`src/fork_token_mutex_controller_assert.svh`:
```
// Assertion macros used by the fork token mutex controller sequencer.
// Each macro expects i_clk and i_rst_n in the scope where it is used.
`ifndef FORK_TOKEN_MUTEX_CONTROLLER_ASSERT_SVH
`define FORK_TOKEN_MUTEX_CONTROLLER_ASSERT_SVH

// Same-cycle implication, checked outside reset.
`define FTMC_ASSERT_IMP(label, ante, cons, msg) \
    label: assert property (@(posedge i_clk) disable iff (!i_rst_n) (ante) |-> (cons)) \
        else $error(msg);

// Next-cycle implication, checked outside reset.
`define FTMC_ASSERT_NXT(label, ante, cons, msg) \
    label: assert property (@(posedge i_clk) disable iff (!i_rst_n) (ante) |=> (cons)) \
        else $error(msg);

`endif

```
`src/ftmc_pkg.sv`:
```
// Package of the fork token mutex controller: widths, codes, phase and
// sequencer types, and the structs between the sequencer and the fork cells.
package ftmc_pkg;

    localparam int MAX_PEERS  = 15;
    localparam int PEER_W     = $clog2(MAX_PEERS + 1);
    localparam int CNT_W      = $clog2(MAX_PEERS + 2);
    localparam int CMD_W      = 3;
    localparam int KIND_W     = 2;
    localparam int DEST_W     = 4;
    localparam int ID_W       = 4;
    localparam int PC_W       = 5;
    localparam int DONE_W     = 5;
    localparam int CFG_IDX_W  = 1;
    localparam int CFG_DATA_W = 5;

    // Common width for comparing ids, counts and the done counter.
    localparam int CMP_A = (CNT_W > ID_W) ? CNT_W : ID_W;
    localparam int CMP_B = (PC_W > DONE_W) ? PC_W : DONE_W;
    localparam int CMP_W = (CMP_A > CMP_B) ? CMP_A : CMP_B;

    localparam logic [CMD_W-1:0] CMD_REQUEST   = 3'd0;
    localparam logic [CMD_W-1:0] CMD_RELEASE   = 3'd1;
    localparam logic [CMD_W-1:0] CMD_PEER_REQ  = 3'd2;
    localparam logic [CMD_W-1:0] CMD_FORK_RCVD = 3'd3;
    localparam logic [CMD_W-1:0] CMD_PEER_DONE = 3'd4;

    localparam logic [KIND_W-1:0] KIND_FORK_REQ = 2'd0;
    localparam logic [KIND_W-1:0] KIND_HANDOVER = 2'd1;
    localparam logic [KIND_W-1:0] KIND_ENTERED  = 2'd2;

    localparam logic [CFG_IDX_W-1:0] REG_SELF_ID       = 1'b0;
    localparam logic [CFG_IDX_W-1:0] REG_PROCESS_COUNT = 1'b1;

    localparam logic [ID_W-1:0]   SELF_ID_RESET    = 4'd1;
    localparam logic [PC_W-1:0]   PROC_COUNT_RESET = 5'd3;
    localparam logic [DONE_W-1:0] DONE_MAX         = '1;

    typedef enum logic [1:0] {
        PH_THINKING = 2'd0,
        PH_HUNGRY   = 2'd1,
        PH_EATING   = 2'd2
    } t_phase;

    typedef enum logic [2:0] {
        S_IDLE,
        S_SCAN,
        S_REREQ,
        S_CHECK,
        S_FLUSH
    } t_state;

    // Broadcast from the sequencer to every cell.
    typedef struct packed {
        logic             shift;
        logic [CMD_W-1:0] cmd;
        logic [ID_W-1:0]  peer;
        t_phase           phase;
        logic             initialized;
        logic [ID_W-1:0]  self_id;
        logic [CMP_W-1:0] eff_count;
    } t_cell_ctl;

    // Report of one cell; all zero unless the cell holds the scan token.
    typedef struct packed {
        logic              active;
        logic [PEER_W-1:0] index;
        logic              emit;
        logic [KIND_W-1:0] kind;
        logic              usable;
    } t_cell_status;

endpackage

```
`src/ftmc_fork_cell.sv`:
```
// One fork cell: held, clean and awaited bits of one peer, plus a scan token stage.
// Depends on ftmc_pkg.
module ftmc_fork_cell (
    input  logic                      i_clk,
    input  logic                      i_rst_n,
    input  logic [ftmc_pkg::PEER_W-1:0] i_index,
    input  ftmc_pkg::t_cell_ctl       i_ctl,
    input  logic                      i_tok_in,
    output logic                      o_tok,
    output ftmc_pkg::t_cell_status    o_status
);
    import ftmc_pkg::*;

    logic              r_held, r_clean, r_awaited, r_tok;
    logic              n_held, n_clean, n_awaited;
    logic              w_h, w_c, w_a;
    logic              w_counted, w_is_peer, w_in_range, w_at_or_above;
    logic              w_emit;
    logic [KIND_W-1:0] w_kind;
    logic [CMP_W-1:0]  w_idx;

    always_comb begin
        w_idx         = CMP_W'(i_index);
        w_in_range    = w_idx < i_ctl.eff_count;
        w_at_or_above = w_idx >= CMP_W'(i_ctl.self_id);
        w_counted     = w_in_range && (w_idx != CMP_W'(i_ctl.self_id));
        w_is_peer     = w_idx == CMP_W'(i_ctl.peer);

        // The first request sets the fork bits up from the node id.
        if (i_ctl.cmd == CMD_REQUEST && !i_ctl.initialized) begin
            w_h = w_in_range && w_at_or_above;
            w_c = w_in_range && !w_at_or_above;
            w_a = w_in_range && !w_at_or_above;
        end else begin
            w_h = r_held;
            w_c = r_clean;
            w_a = r_awaited;
        end

        n_held    = w_h;
        n_clean   = w_c;
        n_awaited = w_a;
        w_emit    = 1'b0;
        w_kind    = KIND_FORK_REQ;

        case (i_ctl.cmd)
            CMD_REQUEST: begin
                if (w_counted && !w_h) begin
                    w_emit    = 1'b1;
                    n_awaited = 1'b0;
                end
            end
            CMD_RELEASE: begin
                if (w_counted) begin
                    n_clean = 1'b0;
                    if (w_a) begin
                        n_held    = 1'b0;
                        n_awaited = 1'b0;
                        w_emit    = 1'b1;
                        w_kind    = KIND_HANDOVER;
                    end
                end
            end
            CMD_PEER_REQ: begin
                if (w_counted && w_is_peer) begin
                    n_awaited = 1'b1;
                    if (i_ctl.phase != PH_EATING && !w_c) begin
                        n_held    = 1'b0;
                        n_clean   = 1'b1;
                        n_awaited = 1'b0;
                        w_emit    = 1'b1;
                        w_kind    = KIND_HANDOVER;
                    end
                end
            end
            CMD_FORK_RCVD: begin
                if (w_counted && w_is_peer) begin
                    n_held  = 1'b1;
                    n_clean = 1'b1;
                end
            end
            default: begin
            end
        endcase
    end

    always_ff @(posedge i_clk) begin
        if (!i_rst_n) begin
            r_held    <= 1'b0;
            r_clean   <= 1'b0;
            r_awaited <= 1'b0;
            r_tok     <= 1'b0;
        end else if (i_ctl.shift) begin
            r_tok <= i_tok_in;
            if (r_tok) begin
                r_held    <= n_held;
                r_clean   <= n_clean;
                r_awaited <= n_awaited;
            end
        end
    end

    assign o_tok           = r_tok;
    assign o_status.active = r_tok;
    assign o_status.index  = r_tok ? i_index : '0;
    assign o_status.emit   = r_tok & w_emit;
    assign o_status.kind   = r_tok ? w_kind : '0;
    assign o_status.usable = r_tok & w_counted & n_held & (n_clean | ~n_awaited);

endmodule

```
`src/ftmc_sequencer.sv`:
```
// Sequencer of the fork token mutex controller: configuration, phase, done
// counter, scan control, entry check and the result output stages.
// Depends on ftmc_pkg and fork_token_mutex_controller_assert.svh.
`include "fork_token_mutex_controller_assert.svh"

module ftmc_sequencer (
    input  logic                           i_clk,
    input  logic                           i_rst_n,
    input  logic                           i_in_valid,
    output logic                           o_in_ready,
    input  logic [ftmc_pkg::CMD_W-1:0]     i_command,
    input  logic [ftmc_pkg::ID_W-1:0]      i_peer,
    input  logic                           i_cfg_we,
    input  logic [ftmc_pkg::CFG_IDX_W-1:0] i_cfg_index,
    input  logic [ftmc_pkg::CFG_DATA_W-1:0] i_cfg_data,
    output logic                           o_out_valid,
    input  logic                           i_out_ready,
    output logic [ftmc_pkg::KIND_W-1:0]    o_kind,
    output logic [ftmc_pkg::DEST_W-1:0]    o_dest,
    output logic                           o_last,
    output ftmc_pkg::t_cell_ctl            o_ctl,
    output logic                           o_start,
    input  ftmc_pkg::t_cell_status         i_status [ftmc_pkg::MAX_PEERS],
    input  logic [ftmc_pkg::MAX_PEERS-1:0] i_tokens
);
    import ftmc_pkg::*;

    t_state              r_state, n_state;
    logic [ID_W-1:0]     r_self_id;
    logic [PC_W-1:0]     r_proc_count;
    t_phase              r_phase;
    logic [DONE_W-1:0]   r_done;
    logic                r_init;
    logic [CMD_W-1:0]    r_cmd;
    logic [ID_W-1:0]     r_peer;
    logic [CNT_W-1:0]    r_cnt;
    logic                r_rereq;
    logic                r_pend_v;
    logic [KIND_W-1:0]   r_pend_kind;
    logic [DEST_W-1:0]   r_pend_dest;
    logic                r_out_v;
    logic [KIND_W-1:0]   r_out_kind;
    logic [DEST_W-1:0]   r_out_dest;
    logic                r_out_last;

    logic [$bits(t_cell_status)-1:0] w_st_bits;
    t_cell_status        w_st;
    logic [CMP_W-1:0]    w_pc, w_eff, w_need;
    logic                w_accept, w_cmd_ok, w_start;
    logic                w_out_free, w_emit_ok, w_adv, w_shift, w_last_cell;
    logic                w_set_rereq, w_enter, w_flush;
    logic                w_emit;
    logic [KIND_W-1:0]   w_ekind;
    logic [DEST_W-1:0]   w_edest;

    // Only the cell with the token reports, so an OR picks its status.
    always_comb begin
        w_st_bits = '0;
        for (int k = 0; k < MAX_PEERS; k++) begin
            w_st_bits = w_st_bits | i_status[k];
        end
        w_st = t_cell_status'(w_st_bits);
    end

    always_comb begin
        w_pc = CMP_W'(r_proc_count);
        if (w_pc < CMP_W'(2)) begin
            w_eff = CMP_W'(2);
        end else if (w_pc > CMP_W'(MAX_PEERS + 1)) begin
            w_eff = CMP_W'(MAX_PEERS + 1);
        end else begin
            w_eff = w_pc;
        end
        w_need = w_eff - CMP_W'(2);
    end

    always_comb begin
        w_enter = 1'b0;
        case (r_cmd) inside
            CMD_REQUEST: begin
                w_enter = (CMP_W'(r_cnt) == w_need) && (CMP_W'(r_done) == w_need);
            end
            CMD_PEER_REQ, CMD_FORK_RCVD, CMD_PEER_DONE: begin
                w_enter = (r_phase == PH_HUNGRY) && (CMP_W'(r_cnt) == w_need);
            end
            default: begin
                w_enter = 1'b0;
            end
        endcase
    end

    // Handshake and datapath controls.
    always_comb begin
        o_in_ready  = (r_state == S_IDLE);
        w_accept    = i_in_valid && o_in_ready;
        w_cmd_ok    = i_command <= CMD_PEER_DONE;
        w_start     = w_accept && w_cmd_ok;
        w_out_free  = !r_out_v || i_out_ready;
        w_emit_ok   = !r_pend_v || w_out_free;
        w_adv       = (r_state == S_SCAN) && (!w_st.emit || w_emit_ok);
        w_shift     = w_start || w_adv;
        w_last_cell = w_st.active && (w_st.index == PEER_W'(MAX_PEERS));
        w_set_rereq = (r_cmd == CMD_PEER_REQ) && (r_phase == PH_HUNGRY) && w_st.emit;
        w_flush     = (r_state == S_FLUSH) && r_pend_v && w_out_free;
        w_emit      = 1'b0;
        w_ekind     = KIND_FORK_REQ;
        w_edest     = '0;
        unique case (r_state)
            S_SCAN: begin
                w_emit  = w_st.emit && w_emit_ok;
                w_ekind = w_st.kind;
                w_edest = DEST_W'(w_st.index);
            end
            S_REREQ: begin
                w_emit  = w_emit_ok;
                w_ekind = KIND_FORK_REQ;
                w_edest = DEST_W'(r_peer);
            end
            S_CHECK: begin
                w_emit  = w_enter && w_emit_ok;
                w_ekind = KIND_ENTERED;
                w_edest = '0;
            end
            default: begin
            end
        endcase
    end

    always_comb begin
        n_state = r_state;
        unique case (r_state)
            S_IDLE: begin
                if (w_start) begin
                    n_state = S_SCAN;
                end
            end
            S_SCAN: begin
                if (w_adv && w_last_cell) begin
                    n_state = (r_rereq || w_set_rereq) ? S_REREQ : S_CHECK;
                end
            end
            S_REREQ: begin
                if (w_emit_ok) begin
                    n_state = S_CHECK;
                end
            end
            S_CHECK: begin
                if (!w_enter || w_emit_ok) begin
                    n_state = S_FLUSH;
                end
            end
            S_FLUSH: begin
                if (!r_pend_v || w_out_free) begin
                    n_state = S_IDLE;
                end
            end
            default: begin
                n_state = S_IDLE;
            end
        endcase
    end

    always_ff @(posedge i_clk) begin
        if (!i_rst_n) begin
            r_state      <= S_IDLE;
            r_self_id    <= SELF_ID_RESET;
            r_proc_count <= PROC_COUNT_RESET;
            r_phase      <= PH_THINKING;
            r_done       <= '0;
            r_init       <= 1'b0;
            r_rereq      <= 1'b0;
            r_cnt        <= '0;
            r_pend_v     <= 1'b0;
            r_out_v      <= 1'b0;
        end else begin
            r_state <= n_state;

            if (i_cfg_we) begin
                unique case (i_cfg_index)
                    REG_SELF_ID:       r_self_id    <= i_cfg_data[ID_W-1:0];
                    REG_PROCESS_COUNT: r_proc_count <= i_cfg_data[PC_W-1:0];
                    default: begin
                    end
                endcase
            end

            if (w_accept) begin
                if (i_command == CMD_REQUEST) begin
                    r_phase <= PH_HUNGRY;
                end else if (i_command == CMD_RELEASE) begin
                    r_phase <= PH_THINKING;
                end
                if (i_command == CMD_PEER_DONE && r_done != DONE_MAX) begin
                    r_done <= r_done + DONE_W'(1);
                end
            end else if (r_state == S_CHECK && w_enter && w_emit_ok) begin
                r_phase <= PH_EATING;
            end

            if (r_state == S_CHECK && r_cmd == CMD_REQUEST) begin
                r_init <= 1'b1;
            end

            if (w_start) begin
                r_cnt   <= '0;
                r_rereq <= 1'b0;
            end else if (w_adv) begin
                r_cnt <= r_cnt + CNT_W'(w_st.usable);
                if (w_set_rereq) begin
                    r_rereq <= 1'b1;
                end
            end

            // The newest result waits in the pending stage until it is known
            // whether another one follows it.
            if (w_emit) begin
                r_pend_v <= 1'b1;
            end else if (w_flush) begin
                r_pend_v <= 1'b0;
            end

            if ((w_emit && r_pend_v) || w_flush) begin
                r_out_v <= 1'b1;
            end else if (i_out_ready) begin
                r_out_v <= 1'b0;
            end
        end
    end

    always_ff @(posedge i_clk) begin
        if (w_accept) begin
            r_cmd  <= i_command;
            r_peer <= i_peer;
        end
        if (w_emit) begin
            r_pend_kind <= w_ekind;
            r_pend_dest <= w_edest;
        end
        if ((w_emit && r_pend_v) || w_flush) begin
            r_out_kind <= r_pend_kind;
            r_out_dest <= r_pend_dest;
            r_out_last <= w_flush;
        end
    end

    assign o_start           = w_start;
    assign o_ctl.shift       = w_shift;
    assign o_ctl.cmd         = w_start ? i_command : r_cmd;
    assign o_ctl.peer        = r_peer;
    assign o_ctl.phase       = r_phase;
    assign o_ctl.initialized = r_init;
    assign o_ctl.self_id     = r_self_id;
    assign o_ctl.eff_count   = w_eff;
    assign o_out_valid       = r_out_v;
    assign o_kind            = r_out_kind;
    assign o_dest            = r_out_dest;
    assign o_last            = r_out_last;

    `FTMC_ASSERT_IMP(a_scan_one_token, r_state == S_SCAN, $onehot(i_tokens), "scan lost its token")
    `FTMC_ASSERT_IMP(a_idle_no_pending, r_state == S_IDLE, !r_pend_v, "result left pending in idle")
    `FTMC_ASSERT_NXT(a_flush_marks_last, w_flush, o_out_valid && o_last, "flush did not mark last")

endmodule

```
`src/fork_token_mutex_controller.sv`:
```
// Top level of the fork token mutex controller: a sequencer and a chain of fork cells.
// Depends on ftmc_pkg, ftmc_sequencer and ftmc_fork_cell.
//
// Channel   Direction  Handshake                    Payload
// input     in         i_in_valid / o_in_ready      i_command, i_peer
// result    out        o_out_valid / i_out_ready    o_kind, o_dest, o_last
// config    in         i_cfg_we (no wait)           i_cfg_index, i_cfg_data
//
// A known command scans the fork cells in turn (MAX_PEERS of them), then sends a due
// re-request, does the entry check and releases the final result; the block takes a
// new command only after the previous one has finished.
// An unknown command is taken without a scan. A stalled output holds the scan on the
// cell that wants to emit; new input waits until the last result of the previous
// transaction has moved into the output register.
// Reset is synchronous and clears all fork bits, phase and counters at once.
module fork_token_mutex_controller (
    input  logic                            i_clk,
    input  logic                            i_rst_n,
    input  logic                            i_in_valid,
    output logic                            o_in_ready,
    input  logic [ftmc_pkg::CMD_W-1:0]      i_command,
    input  logic [ftmc_pkg::ID_W-1:0]       i_peer,
    input  logic                            i_cfg_we,
    input  logic [ftmc_pkg::CFG_IDX_W-1:0]  i_cfg_index,
    input  logic [ftmc_pkg::CFG_DATA_W-1:0] i_cfg_data,
    output logic                            o_out_valid,
    input  logic                            i_out_ready,
    output logic [ftmc_pkg::KIND_W-1:0]     o_kind,
    output logic [ftmc_pkg::DEST_W-1:0]     o_dest,
    output logic                            o_last
);
    import ftmc_pkg::*;

    t_cell_ctl              w_ctl;
    t_cell_status           w_status [MAX_PEERS];
    logic [MAX_PEERS-1:0]   w_tok;
    logic                   w_start;

    // The sequencer owns configuration, phase and the output stages; it
    // broadcasts the current command to all cells and starts the token walk.
    ftmc_sequencer u_seq (
        .i_clk       (i_clk),
        .i_rst_n     (i_rst_n),
        .i_in_valid  (i_in_valid),
        .o_in_ready  (o_in_ready),
        .i_command   (i_command),
        .i_peer      (i_peer),
        .i_cfg_we    (i_cfg_we),
        .i_cfg_index (i_cfg_index),
        .i_cfg_data  (i_cfg_data),
        .o_out_valid (o_out_valid),
        .i_out_ready (i_out_ready),
        .o_kind      (o_kind),
        .o_dest      (o_dest),
        .o_last      (o_last),
        .o_ctl       (w_ctl),
        .o_start     (w_start),
        .i_status    (w_status),
        .i_tokens    (w_tok)
    );

    // Cell g serves peer g+1. The token enters at the first cell and moves one
    // cell per shift, so messages come out in ascending peer order.
    for (genvar g = 0; g < MAX_PEERS; g++) begin : g_cell
        logic w_tok_in;
        if (g == 0) begin : g_head
            assign w_tok_in = w_start;
        end else begin : g_body
            assign w_tok_in = w_tok[g-1];
        end
        ftmc_fork_cell u_cell (
            .i_clk    (i_clk),
            .i_rst_n  (i_rst_n),
            .i_index  (PEER_W'(g + 1)),
            .i_ctl    (w_ctl),
            .i_tok_in (w_tok_in),
            .o_tok    (w_tok[g]),
            .o_status (w_status[g])
        );
    end

endmodule

```
`config.mk`:
```
export PLATFORM = sky130hd
export DESIGN_NAME = fork_token_mutex_controller
export DESIGN_NICKNAME = d
export VERILOG_FILES = /design/src/ftmc_pkg.sv /design/src/ftmc_fork_cell.sv /design/src/ftmc_sequencer.sv /design/src/fork_token_mutex_controller.sv
export VERILOG_INCLUDE_DIRS = /design/src /design/src/src
export SDC_FILE = /design/constraint.sdc
export NUM_CORES = 1
export LEC_CHECK = 0
export BUFFER_PORTS_ARGS = -buffer_cell sky130_fd_sc_hd__buf_2
export CAP_MARGIN = 20
export CORE_AREA = 2 2 185 187
export CTS_BUF_LIST = sky130_fd_sc_hd__clkbuf_4 sky130_fd_sc_hd__clkbuf_8 sky130_fd_sc_hd__clkbuf_16
export DETAILED_ROUTE_END_ITERATION = 6
export DIE_AREA = 0 0 187 189
export GPL_ROUTABILITY_DRIVEN = 1
export PLACE_DENSITY_LB_ADDON = 0.25
export SLEW_MARGIN = 40
export SYNTH_ARGS = -nofsm -noshare
export SYNTH_HDL_FRONTEND = slang
export SYNTH_SLANG_ARGS = --single-unit
```
`constraint.sdc`:
```
create_clock -name i_clk -period 5.82 [get_ports i_clk]
set_input_delay 0.582 -clock i_clk [delete_from_list [all_inputs] [get_ports i_clk]]
set_output_delay 0.582 -clock i_clk [all_outputs]
set_load 0.05 [all_outputs]
```
==> metrics.cfg, run 1 <==
[run_status]
status=finished clean

[logic_synthesis]
syn-num-nets=1110
ys_seq_elements=108
syn_inst=1082
post_synth.cell_area_avg_sq_um=7.604
synth_top_area_share_pct=21.41
yosysTopAreaCell=dfxtp_1
synth_cell_types=87
yosysWarningCount=0
synthArstFlopShare_pct=0
synth_area_leaders=dfxtp_1, edfxtp_1, nand2_1
ys.flop_type=dfxtp_1
ys_seq_area_share_pct=28.71
synth_area_sq_um=8228
synth_edf_count=20

[setup_path]
cpPeakStageDelay_ps=710
path_class=flop to flop
end_kind=flop
setup.worst_path.start_class=flop
path_cells=or4b_4, clkinv_2, a311oi_2, o21ai_2, buf_4, or4_1, a21boi_1, a31oi_1, or2_2, a2111oi_0, nor2_1, nand4_1, ha_1, ha_1, nand2_1, or3_1, a21oi_1
crit_slowest_cell=or4b_4
worstPathRequired_ps=6120
critical-path-top-delay-family=compound AO/OA/AOI/OAI gates
cp_num_buf_inv=2
cp_max_fo=15
cp_common_cell=ha_1
arrival_ps=5450

[power]
max-vdd-ir-drop_v=0.0001404
p_switching_uw=1095
p_per_area_nw_per_um2=261.2
p_comb_share_pct=39.6
intPower_uw=1330
seqPwrFrac_pct=34.9
power_frac_clock_pct=25.5
p_leak_uw=0.003275
switching_share_pct=45.15

[sta]
hold_viol=0
max_slew_margin_pct=40.37
finClkSkew_ps=18.50
whs_ps=379.4
drv_slew=0
finalSetupViolCount=0
fmax_mhz=194.1
final.setup.tns_ps=0
min_period_ps=5151
worst_pin_slew_ps=892.5
final_min_period_over_clock_period_pct=88.51
rsz0062_at_grt=false

[routing]
drc=0
totalWireLength_mm=37.39
avgViaCountPerCell=5.890
vias=9123
wl_per_cell_um=24.14
drtIter0Drc=1071
first_pass_iters=6
ant_nets=0

[worst_hold_path]
hold_path.class=input port to flop

[clock_network]
clk_pin_slew_ps=80
cts_tree=built
cts_buffer_depth=2
cts_sinks=108
cts_inserted_buffers=9
postCtsSetupBuffers=0
cts_max_level=3
cts-root-buf=clkbuf_16
insertion_delay_ps=380
holdBufCountCts=0
post_cts_resized=0

[floorplanning]
die_x_um=187
core_sq_um=33280
dieArea_sq_um=35340
start_util_pct=24.72
pin_count=27
die_h_um=189
rows=67

[finish]
fin_area_sq_um=9281
n_fill_cell=3695
drive_gt1_share_pct=11.81
diodes=0
utilization_pct=27.89
fin_nets=1124
final_cell_mix=nand2_1, a21oi_1, dfxtp_1
final_common_cell=nand2_1
syn_to_final_growth_pct=12.80

[global_routing]
grt_antenna_before_repair=0
grt_overflow_total=0
grt_pass1_wl_mm=56.18
grt_pass1_vias=8701
grt_usage_pct=21.02
grt_max_degree=45

[place]
hpwl_mm=27.69
io_buffers=26
gp_congestion=1.007
dpl_cell_area_sq_um=8997

[flow_run]
maxCapViolations=0

[power groups by stage]
| stage | logic (uW) | registers [uW] | clock network [uW] |
|---|---|---|---|
| 3_3_place_gp | 917 | 862 | 0 |
| 6_report | 959 | 847 | 618 |
| 5_1_grt | 994 | 851 | 657 |
| 4_1_cts | 920 | 845 | 634 |
| 2_1_floorplan | 556 | 823 | 0 |
| 3_5_place_dp | 917 | 862 | 0 |
[per-layer routing]
metal,routed length [um],vias up,global-route usage [%]
li1,-,4150,-
met3,3285,122,4.597
met1,16180,4358,27.92
met4,1943,0,10.81
met2,15990,493,31.96
met5,0,-,0
[synthesized netlist by cell type, types with 9 or more instances]
cell type    n
a2111oi_0   10
clkbuf_1    48
a221oi_1    13
nor3_1      30
edfxtp_1    20
a22oi_1     11
nor2b_1     17
nand4_1     18
mux2i_1     43
and2_1      13
and3_1      17
inv_1       14
ha_1        10
nor4_1      13
a31oi_1     12
nor2_1      74
or2_2       12
a21oi_1     94
nand2_1    152
nand2b_1    25
nand3_1     54
o21ai_0     52
o22ai_1     13
dfxtp_1     88
a21o_1       9
o211ai_1    16
[cell families after synthesis]
group | share of synthesized area, %
flops | 28.71
buf+inv | 4.334
xor+xnor | 1.065
mux | 5.915
compound gates | 30.17
simple gates | 28.28
fa+ha+maj | 1.521
[area by class of cell]
class	instances	area [sq um]	share of cell area (%)
clock buffer	9	225.2	2.427
sequential	108	2362	25.45
tap	448	560.5	6.039
inverter	15	57.56	0.6201
timing repair buffer	71	495.5	5.338
multi-input combinational	891	5532	59.60
clock inverter	7	48.80	0.5257
[worst paths after layout]
| path | from | end | slack [ps] | depth (start not counted) |
|---|---|---|---|---|
| min reg2reg | u_seq.r_pend_dest[0] | u_seq.o_dest[0] | 420 | 0 |
| max reg2reg | u_seq.r_state[1] | u_seq.r_cnt[2] | 670 | 17 |
| min | i_peer[2] | u_seq.r_peer[2] | 380 | 1 |
| max | u_seq.r_state[1] | u_seq.r_cnt[2] | 670 | 17 |
[flip-flops by register name, summed over array words and instances, names as in the netlist, 2 cells and up]
name	count
u_seq.r_pend_kind	2
u_seq.r_cnt	5
u_seq.o_kind	2
u_seq.r_proc_count	5
g_cell.u_cell.r_held	15
g_cell.u_cell.r_awaited	15
u_seq.r_pend_dest	4
g_cell.u_cell.r_clean	15
u_seq.r_state	3
u_seq.r_cmd	3
u_seq.o_dest	4
g_cell.u_cell.o_tok	15
u_seq.r_phase	2
u_seq.r_self_id	4
u_seq.r_peer	4
u_seq.r_done	5
[per-stage QoR]
step                      total power, uW  cells  setup WS, ps
after detailed placement             1779   1533         492.0
after CTS                            2399   1549         574.4
after global routing                 2502   1549         362.1
final                                2424   1549         668.5
after floorplan                      1379   1082          1413
after global placement               1779   1533         628.8
Power figures use the tool's default switching activity.
==> inputs of run 2 (changes only) <==
--- a/config.mk
+++ b/config.mk
@@ -8,10 +8,10 @@
 export LEC_CHECK = 0
 export BUFFER_PORTS_ARGS = -buffer_cell sky130_fd_sc_hd__buf_2
 export CAP_MARGIN = 20
-export CORE_AREA = 2 2 185 187
+export CORE_AREA = 2 2 132 134
 export CTS_BUF_LIST = sky130_fd_sc_hd__clkbuf_4 sky130_fd_sc_hd__clkbuf_8 sky130_fd_sc_hd__clkbuf_16
 export DETAILED_ROUTE_END_ITERATION = 6
-export DIE_AREA = 0 0 187 189
+export DIE_AREA = 0 0 134 136
 export GPL_ROUTABILITY_DRIVEN = 1
 export PLACE_DENSITY_LB_ADDON = 0.25
 export SLEW_MARGIN = 40
==> metrics.cfg, run 2 (synthesized netlist as in run 1, its figures left out) <==
[floorplanning]
die_h_um=136
start_util_pct=48.75
rows=48
dieArea_sq_um=18220
die_x_um=134
core_sq_um=16880
pin_count=27

[global_routing]
grt_usage_pct=37.80
met2_usage_pct=56.32
grt_util_met1_pct=48.76
grt_antenna_before_repair=0
grt_max_degree=48
groute.layer.met3.usage_pct=9.732
grt_overflow_total=0
busiest_layer=met2
grt_pass1_vias=8700
grt_pass1_wl_mm=51.93

[routing]
ant_nets=0
first_pass_iters=7
totalWireLength_mm=34.68
drtIter0Drc=1584
drc=15
avgViaCountPerCell=7.084
vias=9400
wl_per_cell_um=26.13

[power]
power_frac_clock_pct=27.5
p_comb_share_pct=38.2
switching_share_pct=44.37
p_per_area_nw_per_um2=273.6
p_leak_uw=0.003286
p_switching_uw=1095
seqPwrFrac_pct=34.3
intPower_uw=1373
max-vdd-ir-drop_v=0.0001740

[clock_network]
post_cts_resized=0
cts_sinks=108
holdBufCountCts=0
cts_max_level=3
cts_buffer_depth=2
cts_inserted_buffers=9
insertion_delay_ps=380
postCtsSetupBuffers=0
cts-root-buf=clkbuf_16
clk_pin_slew_ps=90
cts_tree=built

[sta]
fmax_mhz=191.7
hold_viol=0
drv_slew=0
max_slew_margin_pct=38.76
finClkSkew_ps=12.71
rsz0062_at_grt=false
min_period_ps=5216
final.setup.tns_ps=0
finalSetupViolCount=0
worst_pin_slew_ps=915.2
final_min_period_over_clock_period_pct=89.62

[place]
hpwl_mm=25.13
gp_congestion=1.091
io_buffers=26
place_inst=1311

[run_status]
violations=DRC
status=complete, but fails checks

[setup_path]
setup.worst_path.start_class=flop
path_cells=or4b_4, clkinv_2, a21bo_1, nand2_2, nor4b_1, o22ai_1, a22o_1, o2111ai_1, nand4_1, nor4_1, nand4_1, ha_1, ha_1, o2111ai_1, mux2_2
end_kind=flop
crit_slowest_cell=nor4b_1
cp_max_fo=21
cpPeakStageDelay_ps=800
cp_num_buf_inv=1
critical-path-top-delay-family=simple AND/OR/NAND/NOR gates
r2r_slack_ps=600
arrival_ps=5490
worstPathRequired_ps=6090
path_class=flop to flop

[finish]
syn_to_final_growth_pct=9.626
diodes=0
stdcell_count=1327
multi_input_comb_area_sq_um=5525
seq_area_sq_um=2362
final_cell_mix=nand2_1, a21oi_1, dfxtp_1
final_common_cell=nand2_1
fin_nets=1125
drive_gt1_share_pct=11.71
n_fill_cell=1643

[worst_hold_path]
hold_path.class=input port to flop

[flow_run]
maxCapViolations=0

[run 2: power groups by stage]
stage	registers, uW	logic, uW	clock network [uW]
after floorplan	823	556	0
after global placement	858	881	0
after detailed placement	858	882	0
after CTS	841	886	680
after global routing	847	960	706
final	847	942	679
[run 2: area by class of cell]
class,count,share of cell area (%)
inverters,15,0.6381
clock inverters,7,1.026
flip-flops and latches,108,26.19
multi-input cells,891,61.26
repair buffers,72,5.271
clock buffers,9,2.497
well taps,225,3.121
[run 2: per-stage QoR]
| step | utilization [%] | setup WS, ps | hold slack [ps] | area [sq um] | power (uW) |
|---|---|---|---|---|---|
| floorplan | - | 1413 | 400.3 | 8228 | 1379 |
| global placement | 51.48 | 680.4 | 400.1 | 8687 | 1739 |
| detailed placement | 51.56 | 717.8 | 407.5 | 8702 | 1740 |
| CTS | 53.45 | 842.3 | 390.4 | 9020 | 2407 |
| global route | 53.45 | 490.5 | 395.7 | 9020 | 2513 |
| finish | 53.45 | 604.1 | 389.5 | 9020 | 2468 |
[run 2: worst paths after layout]
path / start / endpoint / depth (start not counted)
max: u_seq.r_state[0] / u_seq.r_cnt[4] / 15
min: i_peer[1] / u_seq.r_peer[1] / 1
max reg2reg: u_seq.r_state[0] / u_seq.r_cnt[4] / 15
min reg2reg: u_seq.r_pend_kind[0] / u_seq.o_kind[0] / 0
[run 2: layer usage]
metal | wire length (um) | vias up | share of wire [%]
met5 | 0 | - | 0
met4 | 2310 | 0 | 6.7
met3 | 4478 | 192 | 13
met2 | 14480 | 720 | 42
met1 | 13420 | 4349 | 39
li1 | - | 4139 | -
==> inputs of run 3 (changes only) <==
==> constraint.sdc (replaced) <==
create_clock -name i_clk -period 5.82 [get_ports i_clk]
set_input_delay 1.164 -clock i_clk [delete_from_list [all_inputs] [get_ports i_clk]]
set_output_delay 1.164 -clock i_clk [all_outputs]
set_load 0.05 [all_outputs]
==> metrics.cfg, run 3 (synthesized netlist as in run 1, its figures left out) <==
[sta]
max_slew_margin_pct=35.39
fmax_mhz=187.1
final_min_period_over_clock_period_pct=91.83
finalSetupViolCount=0
rsz0062_at_grt=false
final.setup.tns_ps=0
min_period_ps=5345
finClkSkew_ps=10.02
drv_slew=0
layout_setup_ws_ps=475.3
hold_viol=0
worst_pin_slew_ps=969.1
whs_ps=425.2

[floorplanning]
core_sq_um=16880
pin_count=27
rows=48
dieArea_sq_um=18220
start_util_pct=48.75
die_h_um=136
die_x_um=134

[clock_network]
holdBufCountCts=0
cts_max_level=3
cts-root-buf=clkbuf_16
insertion_delay_ps=380
cts_buffer_depth=2
post_cts_resized=0
cts_inserted_buffers=9
postCtsSetupBuffers=0
cts_tree=built
clk_pin_slew_ps=80
cts_sinks=108

[place]
io_buffers=26
gp_congestion=1.092
place_ws_ps=353.7
hpwl_mm=25.50

[routing]
drc=2
drtIter0Drc=1323
avgViaCountPerCell=7.024
wl_per_cell_um=26.22
totalWireLength_mm=35.01
vias=9377
ant_nets=0
first_pass_iters=7

[power]
p_per_area_nw_per_um2=268.1
max-vdd-ir-drop_v=0.0001612
p_leak_uw=0.003320

[global_routing]
grt_max_degree=52
grt_usage_pct=38.42
grt_pass1_wl_mm=52.26
grt_antenna_before_repair=0
grt_pass1_vias=8646
grt_overflow_total=0

[setup_path]
cp_max_fo=20
arrival_ps=5650
end_kind=flop
path_class=input port to flop
worstPathRequired_ps=6120
setup.worst_path.start_class=input port
crit_slowest_cell=a21boi_0
critical-path-top-delay-family=simple AND/OR/NAND/NOR gates
path_cells=buf_2, or4b_4, o2bb2a_1, nand2_2, buf_4, o21ai_0, a32o_1, a2111oi_0, and4b_1, nand4_1, a21boi_0, mux2i_1
cpPeakStageDelay_ps=670
cp_num_buf_inv=2

[run_status]
violations=DRC
status=complete, but fails checks

[finish]
drive_gt1_share_pct=12.52
final_cell_mix=nand2_1, a21oi_1, dfxtp_1
syn_to_final_growth_pct=10.13
fin_nets=1133
final_common_cell=nand2_1
diodes=0
utilization_pct=53.69

[worst_hold_path]
hold_path.class=flop to flop

[flow_run]
maxCapViolations=0

[run 3: power breakdown]
part / switching [uW] / internal, uW / leakage (uW)
Clock: 313 / 301 / 0.000143
Combinational: 726 / 253 / 0.00228
Sequential: 49.4 / 787 / 0.000893
Total: 1090 / 1340 / 0.00332
[run 3: worst register-to-register path, stage by stage, from the launching register on]
cell       delay (ps)
dfxtp_1           470
nor2_1            160
o21a_1            300
ha_1              300
o211ai_1          150
a32oi_1           660
inv_1             150
or3_1             450
nor4_1            460
a211oi_1          120
o2111ai_1         170
nand4_1           180
nor4_1            230
buf_4             180
nand4_1           140
ha_1              270
ha_1              200
o2111ai_1         100
mux2_2            360
[run 3: final cells by class]
| class | count | area (sq um) |
|---|---|---|
| fill | 1688 | 7815 |
| multi-input combinational | 891 | 5532 |
| timing repair buffer | 80 | 548.0 |
| inverter | 15 | 57.56 |
| sequential | 108 | 2362 |
| tap | 225 | 281.5 |
| clock inverter | 6 | 47.55 |
| clock buffer | 10 | 232.7 |
[run 3: path summary, 6_finish.rpt]
path | start | end | cells after the start | slack, ps
setup / recovery | i_in_valid | g_cell[4].u_cell.r_clean | 12 | 480
hold / removal | u_seq.r_pend_kind[1] | u_seq.o_kind[1] | 0 | 430
setup reg to reg | u_seq.r_proc_count[3] | u_seq.r_cnt[4] | 18 | 650
hold reg to reg | u_seq.r_pend_kind[1] | u_seq.o_kind[1] | 0 | 430
[run 3: through the flow]
stage | instance area (sq um) | total power, uW | cells
2_1_floorplan | 8228 | 1379 | 1082
3_3_place_gp | 8765 | 1761 | 1319
3_5_place_dp | 8765 | 1759 | 1319
4_1_cts | 9045 | 2366 | 1335
5_1_grt | 9061 | 2482 | 1335
6_report | 9061 | 2430 | 1335
[run 3: per-layer routing]
metal / global-route usage [%] / up-vias / routed length (um)
met5: 2.222 / - / 54
met4: 26.30 / 2 / 2584
met3: 10.55 / 192 / 4089
met2: 57.89 / 664 / 14810
met1: 47.60 / 4358 / 13470
li1: - / 4161 / -
